===== src/hvn_pkg.sv =====
// Shared types and fixed-point widths for the heightmap vertex-normal stream.
// No dependencies; every other file refers to it by scoped names.
package hvn_pkg;

   localparam int H_W      = 8;    // height byte
   localparam int CFG_W    = 11;   // grid size register
   localparam int POS_W    = 10;   // row and column on the result channel
   localparam int TRI_BITS = 24;   // fraction bits of a triangle unit normal

   localparam int VEC_W  = 28;     // signed vector component into the normaliser
   localparam int MAG_W  = 27;     // magnitude of a component before scaling
   localparam int MS_W   = 31;     // magnitude after the power-of-two scaling
   localparam int SQR_W  = 60;     // sum of squares, scaled to [2^58, 2^60)
   localparam int ROOT_W = 30;     // integer square root of the scaled sum
   localparam int SRM_W  = 34;     // square-root partial remainder
   localparam int QB     = 26;     // quotient bits produced by the divider
   localparam int NUM_W  = 56;     // dividend: scaled magnitude, fraction, rounding
   localparam int RES_W  = QB + 1; // signed normaliser result

   localparam logic [CFG_W-1:0] GRID_RESET = 11'd1024;
   localparam logic [7:0]       Y_RAW      = 8'd255;

   typedef logic signed [VEC_W-1:0] comp_type;
   typedef logic signed [RES_W-1:0] res_type;

   typedef struct packed {
      logic start;
      logic vert_mode;
   } unit_ctl_type;

endpackage


===== src/hvn_unitize.sv =====
// Iterative vector normaliser: squares, scales, takes the square root and divides
// one bit a cycle. Uses hvn_pkg for widths and types.
module hvn_unitize #(
   parameter int VERT_BITS = 15
) (
   input  logic                 clock,
   input  logic                 reset,
   input  hvn_pkg::unit_ctl_type ctl,
   input  hvn_pkg::comp_type    vec [3],
   output logic                 done,
   output hvn_pkg::res_type     res [3]
);

   localparam logic [2:0] U_IDLE = 3'd0;
   localparam logic [2:0] U_SQ   = 3'd1;
   localparam logic [2:0] U_NORM = 3'd2;
   localparam logic [2:0] U_ROOT = 3'd3;
   localparam logic [2:0] U_DPRE = 3'd4;
   localparam logic [2:0] U_DIV  = 3'd5;
   localparam logic [2:0] U_DONE = 3'd6;

   logic [2:0]                    st_ff, st_in;
   logic [4:0]                    cnt_ff, cnt_in;
   logic                          mode_ff, mode_in;
   logic [2:0]                    neg_ff, neg_in;
   logic [hvn_pkg::MS_W-1:0]      mag_ff [3];
   logic [hvn_pkg::MS_W-1:0]      mag_in [3];
   logic [hvn_pkg::SQR_W-1:0]     sum_ff, sum_in;
   logic [hvn_pkg::ROOT_W-1:0]    root_ff, root_in;
   logic [hvn_pkg::SRM_W-1:0]     srem_ff, srem_in;
   logic [hvn_pkg::ROOT_W-1:0]    drem_ff [3];
   logic [hvn_pkg::ROOT_W-1:0]    drem_in [3];
   logic [hvn_pkg::QB-1:0]        nlo_ff [3];
   logic [hvn_pkg::QB-1:0]        nlo_in [3];
   logic [hvn_pkg::QB-1:0]        quo_ff [3];
   logic [hvn_pkg::QB-1:0]        quo_in [3];
   hvn_pkg::res_type              res_ff [3];
   hvn_pkg::res_type              res_in [3];
   logic                          done_ff, done_in;

   logic [hvn_pkg::MAG_W-1:0]     sq_op;
   logic [2*hvn_pkg::MAG_W-1:0]   prod;
   logic [hvn_pkg::SQR_W-1:0]     sum_add;
   logic [hvn_pkg::SRM_W-1:0]     rem_t, trial;
   logic [hvn_pkg::NUM_W-1:0]     num [3];
   logic [hvn_pkg::ROOT_W:0]      dt [3];
   logic [hvn_pkg::ROOT_W:0]      dd [3];
   logic [2:0]                    ge;
   logic [hvn_pkg::VEC_W-1:0]     absv [3];

   always_comb begin
      case (cnt_ff[1:0])
         2'd0:    sq_op = mag_ff[0][hvn_pkg::MAG_W-1:0];
         2'd1:    sq_op = mag_ff[1][hvn_pkg::MAG_W-1:0];
         default: sq_op = mag_ff[2][hvn_pkg::MAG_W-1:0];
      endcase
      prod    = sq_op * sq_op;
      sum_add = sum_ff + hvn_pkg::SQR_W'(prod);
      rem_t   = {srem_ff[hvn_pkg::SRM_W-3:0], sum_ff[hvn_pkg::SQR_W-1 -: 2]};
      trial   = hvn_pkg::SRM_W'({root_ff, 2'b01});
      for (int i = 0; i < 3; i++) begin
         absv[i] = vec[i][hvn_pkg::VEC_W-1] ? -vec[i] : vec[i];
         if (mode_ff) begin
            num[i] = (hvn_pkg::NUM_W'(mag_ff[i]) << VERT_BITS) + hvn_pkg::NUM_W'(root_ff >> 1);
         end else begin
            num[i] = (hvn_pkg::NUM_W'(mag_ff[i]) << hvn_pkg::TRI_BITS)
                   + hvn_pkg::NUM_W'(root_ff >> 1);
         end
         dt[i] = {drem_ff[i], nlo_ff[i][hvn_pkg::QB-1]};
         dd[i] = dt[i] - {1'b0, root_ff};
         ge[i] = dt[i] >= {1'b0, root_ff};
      end
   end

   always_comb begin
      st_in   = st_ff;
      cnt_in  = cnt_ff;
      mode_in = mode_ff;
      neg_in  = neg_ff;
      sum_in  = sum_ff;
      root_in = root_ff;
      srem_in = srem_ff;
      done_in = 1'b0;
      for (int i = 0; i < 3; i++) begin
         mag_in[i]  = mag_ff[i];
         drem_in[i] = drem_ff[i];
         nlo_in[i]  = nlo_ff[i];
         quo_in[i]  = quo_ff[i];
         res_in[i]  = res_ff[i];
      end
      case (st_ff)
         U_IDLE: begin
            if (ctl.start) begin
               mode_in = ctl.vert_mode;
               sum_in  = '0;
               cnt_in  = '0;
               for (int i = 0; i < 3; i++) begin
                  neg_in[i] = vec[i][hvn_pkg::VEC_W-1];
                  mag_in[i] = hvn_pkg::MS_W'(absv[i][hvn_pkg::MAG_W-1:0]);
               end
               st_in = U_SQ;
            end
         end
         U_SQ: begin
            sum_in = sum_add;
            cnt_in = cnt_ff + 5'd1;
            if (cnt_ff == 5'd2) begin
               cnt_in = '0;
               if (sum_add == '0) begin
                  // zero-length vector: result is zero
                  for (int i = 0; i < 3; i++) quo_in[i] = '0;
                  st_in = U_DONE;
               end else begin
                  st_in = U_NORM;
               end
            end
         end
         U_NORM: begin
            if (sum_ff[hvn_pkg::SQR_W-1 -: 2] == 2'b00) begin
               sum_in = sum_ff << 2;
               for (int i = 0; i < 3; i++) mag_in[i] = mag_ff[i] << 1;
            end else begin
               root_in = '0;
               srem_in = '0;
               cnt_in  = '0;
               st_in   = U_ROOT;
            end
         end
         U_ROOT: begin
            sum_in = sum_ff << 2;
            if (rem_t >= trial) begin
               srem_in = rem_t - trial;
               root_in = {root_ff[hvn_pkg::ROOT_W-2:0], 1'b1};
            end else begin
               srem_in = rem_t;
               root_in = {root_ff[hvn_pkg::ROOT_W-2:0], 1'b0};
            end
            cnt_in = cnt_ff + 5'd1;
            if (cnt_ff == 5'(hvn_pkg::ROOT_W - 1)) st_in = U_DPRE;
         end
         U_DPRE: begin
            for (int i = 0; i < 3; i++) begin
               drem_in[i] = num[i][hvn_pkg::NUM_W-1 -: hvn_pkg::ROOT_W];
               nlo_in[i]  = num[i][hvn_pkg::QB-1:0];
               quo_in[i]  = '0;
            end
            cnt_in = '0;
            st_in  = U_DIV;
         end
         U_DIV: begin
            for (int i = 0; i < 3; i++) begin
               drem_in[i] = ge[i] ? dd[i][hvn_pkg::ROOT_W-1:0] : dt[i][hvn_pkg::ROOT_W-1:0];
               nlo_in[i]  = nlo_ff[i] << 1;
               quo_in[i]  = {quo_ff[i][hvn_pkg::QB-2:0], ge[i]};
            end
            cnt_in = cnt_ff + 5'd1;
            if (cnt_ff == 5'(hvn_pkg::QB - 1)) st_in = U_DONE;
         end
         U_DONE: begin
            for (int i = 0; i < 3; i++) begin
               res_in[i] = neg_ff[i] ? -$signed({1'b0, quo_ff[i]}) : $signed({1'b0, quo_ff[i]});
            end
            done_in = 1'b1;
            st_in   = U_IDLE;
         end
         default: st_in = U_IDLE;
      endcase
   end

   always_ff @(posedge clock) begin
      if (reset) begin
         st_ff   <= U_IDLE;
         done_ff <= 1'b0;
      end else begin
         st_ff   <= st_in;
         done_ff <= done_in;
      end
      cnt_ff  <= cnt_in;
      mode_ff <= mode_in;
      neg_ff  <= neg_in;
      sum_ff  <= sum_in;
      root_ff <= root_in;
      srem_ff <= srem_in;
      for (int i = 0; i < 3; i++) begin
         mag_ff[i]  <= mag_in[i];
         drem_ff[i] <= drem_in[i];
         nlo_ff[i]  <= nlo_in[i];
         quo_ff[i]  <= quo_in[i];
         res_ff[i]  <= res_in[i];
      end
   end

   assign done = done_ff;
   assign res  = res_ff;

endmodule


===== config.mk =====
export PLATFORM = sky130hd
export DESIGN_NAME = hvn_unitize
export DESIGN_NICKNAME = d
export VERILOG_FILES = /design/src/hvn_pkg.sv /design/src/hvn_unitize.sv
export SDC_FILE = /design/constraint.sdc
export NUM_CORES = 2
export LEC_CHECK = 0
export ABC_AREA = 1
export BUFFER_PORTS_ARGS = -buffer_cell sky130_fd_sc_hd__buf_2
export CAP_MARGIN = 40
export CORE_ASPECT_RATIO = 1.4
export CORE_MARGIN = 4
export CORE_UTILIZATION = 35
export CTS_CLUSTER_DIAMETER = 30
export DETAILED_ROUTE_END_ITERATION = 6
export GPL_ROUTABILITY_DRIVEN = 0
export PLACE_DENSITY_LB_ADDON = 0.3
export SLEW_MARGIN = 10
export SYNTH_ARGS = -nofsm -noshare
export SYNTH_HDL_FRONTEND = slang
export SYNTH_SLANG_ARGS = --single-unit

===== constraint.sdc =====
create_clock -name clock -period 14.25 [get_ports clock]
set_input_delay 0.7125 -clock clock [delete_from_list [all_inputs] [get_ports clock]]
set_output_delay 0.7125 -clock clock [all_outputs]
set_load 0.01 [all_outputs]

# Word-level counts from Yosys, hierarchy flattened
# Memories as Yosys holds them, arrays and structs flattened.
# Cells that the tools add are included.
# totals
ff_bits,216
latch_bits,0
mem_bits_rw,339
romBits,0
inputBits,88
out_inout_bits,82
wordCells,112
mem_count,4
# classes
n_addsub,18
n_mul,1
n_div,0
order_cmp,4
n_eq_ne,16
n_shift,0
mux,42
bitwise,0
reduce_logical,13
# mem_list
memory,depth,width,rd,rd_ports_with_merged_regs,wr,line,source
mag_ff,3,31,3,0,3,hvn_unitize.sv:26,logic [hvn_pkg::MS_W-1:0] mag_ff [3];
drem_ff,3,30,3,0,3,hvn_unitize.sv:31,logic [hvn_pkg::ROOT_W-1:0] drem_ff [3];
nlo_ff,3,26,3,0,3,hvn_unitize.sv:33,logic [hvn_pkg::QB-1:0] nlo_ff [3];
quo_ff,3,26,3,0,3,hvn_unitize.sv:35,logic [hvn_pkg::QB-1:0] quo_ff [3];
# op_table
cell,n
one-hot mux 60 bit (4 select lines),1
one-hot mux 78 bit (3 select lines),1
2-to-1 mux 93 bit,2
one-hot mux 93 bit (2 select lines),1
one-hot mux 90 bit (2 select lines),1
adder 55 x 29 -> 56 bit,3
2-to-1 mux 56 bit,3
2-to-1 mux 78 bit,2
one-hot mux 78 bit (2 select lines),1
adder 46 x 29 -> 47 bit,3
2-to-1 mux 30 bit,4
2-to-1 mux 60 bit,2
greater-or-equal comparator 31 x 30 -> 1 bit,3
subtractor 30 bit,3
2-to-1 mux 27 bit,3
negation 26 -> 27 bit,3
negation 27 bit,3
2-to-1 mux 26 bit,3
2-to-1 mux 32 bit,2
one-hot mux 32 bit (2 select lines),1
adder 60 x 54 -> 60 bit,1
logical NOT 60 bit,1
one-hot mux 30 bit (2 select lines),1
multiplier 27 x 27 -> 54 bit,1
other kinds (25),45

# Depth between registers and ports, before layout
# depth
ltp_word,8
depth_mapped,45
mapped_depth_nobuf,42

# Worst setup path before layout
# No wires, ideal clock.
# synth_timing
path_type,register -> register
from,"register, netlist name cnt_ff[0]"
to,"memory quo_ff[0][0] (netlist bit), enable pin"
setup_ns,0.610
t_arrival_ns,12.770
t_required_ns,13.640
setup_slack_ns,0.870
path_stages_with_launch,39
n_path_buf,4
synth_period_minus_slack_ns,13.380
path_cell_list,edfxtp_1 > ha_1 > buf_2 > nor2_1 > clkbuf_1 > nand2_1 > o211ai_1 > clkbuf_1 > buf_2 > nand2_1 > fa_1 > fa_1 > fa_1 > inv_1 > fa_1 > inv_1 > fa_1 > inv_1 > [3 not listed] > inv_1 > ha_1 > nand2_1 > nor2_1 > nand2_1 > nor2_1 > nand2_1 > nand3b_1 > nand2_1 > nand2_1 > nand2_1 > nand2_1 > nand2_1 > nor2_1 > nand2_1 > nor2_1 > a31oi_1 > nor3_1
# synth_rtl
element,line
"end, declared",hvn_unitize.sv:35

==> results.md <==
* Status: complete, but fails checks
* Violated checks: DRC
* Setup TNS at 0 ps
* Cell variety after synth at 69
* Antenna viol nets, final at 0
* Max Cap Viol at 0
* Deepest clock path buffer count at 3
* Relative slew slack at 35.64%
* Syn Nets at 8669
* Post-CTS setup buffer count at 0
* Final WL at 198300 um
* First-pass GRT wire length at 304900 um
* Final Max Slew Viols at 0
* Area share of the largest cell type after synthesis at 25.89%
* Type of origin of the critical path: register
* Worst path slowest cell: clkinv_1
* Seq cells post-synth at around 530
* Crit. End Element: register
* Root Driver: clkbuf_16
* Residual DRC count at 2
* CTS tree: built
* Filler cell count at 17422
* Fmax at 91.91 MHz
* DRT iter0 DRCs at 4357
* Total track usage at 21.79%
* Vias in the first global route at 53519
* DP HPWL at 158600 um
* Post-synth top area cell: edfxtp_1
* Grt ovf at 0
* Clk pin slew, worst setup/hold paths at 60 ps
* Initial antenna violation count at 21
* Nets at 8840
* Async SR Flop Fraction at 0%
* Fin. Hold Viols at 0
* Port buffer count at 169
* Primary FF master, synth: edfxtp_1
* Top cells by area, synth: edfxtp_1 (26%), fa_1 (21%), nand2_1 (11%)
* Sequential share of the synthesized area at 26.02%
* DRT Pass-1 Iters at 7
* Hold crit path type: in2reg
* Max incr delay on CP at 700 ps
* Area grow syn2layout at 13.61%
* Final period util at 76.35%
* Initial core utilization at a little over a third
* Hold_buf cts at 0
* Die Area at 179500 um^2
* Worst-Skew Late Latency at around 800 ps
* Share of cells above drive strength 1 at 7.411%
* Skew final at between 90 and 100 ps
* Measured slew at the worst slew-check pin at 965.3 ps
* Io pins at 170
* Register area at 15730 um^2
* CP arrival at between 10000 and 15000 ps
* Buf+Inv Stages, Crit Path at 11
* Worst Path Max Fanout at 78
* CP Class: reg2reg
* CP required at 14660 ps
* Die X-Extent at between 300 and 400 um
* Mapped Cells at 7577
* Vias at 52062
* Setup violations, final at 0
* Area of the multi-input gates at 38280 um^2
* Count leader, synth: nand2_1
* Crit-path leading delay family: adder cells
* Cell area after synthesis at 60430 um^2
* Min Clock Period, post-route at 10880 ps
* Avg Cell Area, Syn at 7.975 um^2
* Warnings from Yosys at 0
* Wire per inst at approximately 20 um
* Largest net degree at the start of global routing at 87
* # clock sinks at 525
* H-Tree Level Count at 3
* Post-synth top cells: nand2_1 (1731), inv_1 (1507), nor2_1 (622)
* EDFF count, synth at 521
* Post-DR vias/cell at 5.136
* TritonCTS Buffers at between 100 and 150
* RSZ-0062 raised after global routing: false
* Die Y at 499.6 um
* WHS at 112.8 ps
* Cell area after layout at 68650 um^2
* Placed Area at 64250 um^2
* Post-CTS resize count at 0
* Core area at ~170000 um^2
* Row cnt at 180
==> metal layers <==
layer | vias up | GRT usage [%] | wire length (um)
met3 | 657 | 4.850 | 15490
li1 | 24495 | - | -
met5 | - | 0 | 57
met1 | 24868 | 25.41 | 76000
met4 | 10 | 13.34 | 14080
met2 | 2032 | 36.56 | 92660
==> kinds of logic (layout without fill, tap and decap cells) <==
| family | Yosys count | after routing | share of synthesized area (%) |
|---|---|---|---|
| simple gates | 2842 | 2842 | 19.19 |
| buf+inv | 1728 | 2004 | 10.85 |
| compound gates | 1177 | 1177 | 11.08 |
| fa+ha+maj | 1004 | 1004 | 28.48 |
| flops | 525 | 525 | 26.02 |
| xor+xnor | 299 | 299 | 4.334 |
| mux | 2 | 2 | 0.03727 |
| other cells | 0 | 8 | 0 |
==> worst register-to-register path: cells and delay by family (launching register included) <==
family                     cells  cell delay, ps
AOI/OAI and AO/OA              3            1000
DFF                            1             450
adders and majority gates      9            4310
and+or+nand+nor               13            2270
buffers and inverters         11            2310
==> area by class of cell <==
type                       instances  share of cell area, %
tap                             2275                  4.147
clock buffer                     124                  4.396
clock inverter                   102                  1.897
timing repair buffer             245                  2.466
sequential                       525                  22.91
multi-input combinational       5324                  55.77
antenna                            8                0.02916
inverter                        1533                  8.390
==> stage by stage <==
step	utilization, %	worst slack, ps	std cells
detailed placement	37.39	3562	9900
CTS	39.90	3563	10126
global route	39.94	3084	10131
floorplan	-	869.6	7577
global placement	37.19	3604	9884
finish	39.95	3370	10136
==> worst paths after layout <==
check	from	to	slack [ps]	cells past startpoint
worst min-delay path	ctl[0]	mode_ff	110	1
worst min register to register	quo_ff[0][52]	res[0]	500	0
worst max register to register	cnt_ff[0]	quo_ff[0][68]	3370	36
worst max-delay path	cnt_ff[0]	quo_ff[0][68]	3370	36
==> registers in the layout, summed over array words and instances (netlist names) <==
| signal | flops |
|---|---|
| cnt_ff | 5 |
| done | 1 |
| drem_ff | 90 |
| mag_ff | 93 |
| mode_ff | 1 |
| neg_ff | 3 |
| nlo_ff | 48 |
| quo_ff | 78 |
| res | 81 |
| root_ff | 30 |
| srem_ff | 32 |
| st_ff | 3 |
| sum_ff | 60 |
==> placed cells by master (no fill, tap or decap), drive strengths merged, types with 19 or more instances in the layout <==
cell and n:
xnor2 100, bufinv 19, clkinvlp 22, nor2 626, a21oi 435, nand3b 22, clkbuf 124, nor4 27
clkinv 62, or2 23, fa 619, o31ai 21, inv 1532, nand4 58, o21bai 24, buf 245
xor2 199, o21ai 487, o211ai 32, a31oi 22, ha 385, edfxtp 521, nand3 219, o221ai 20
nor3 121, o22ai 43, nand2 1735
Power is left out: the tool's default activity adds up to more than one toggle a clock period on the data nets, which glitch-free logic cannot reach.
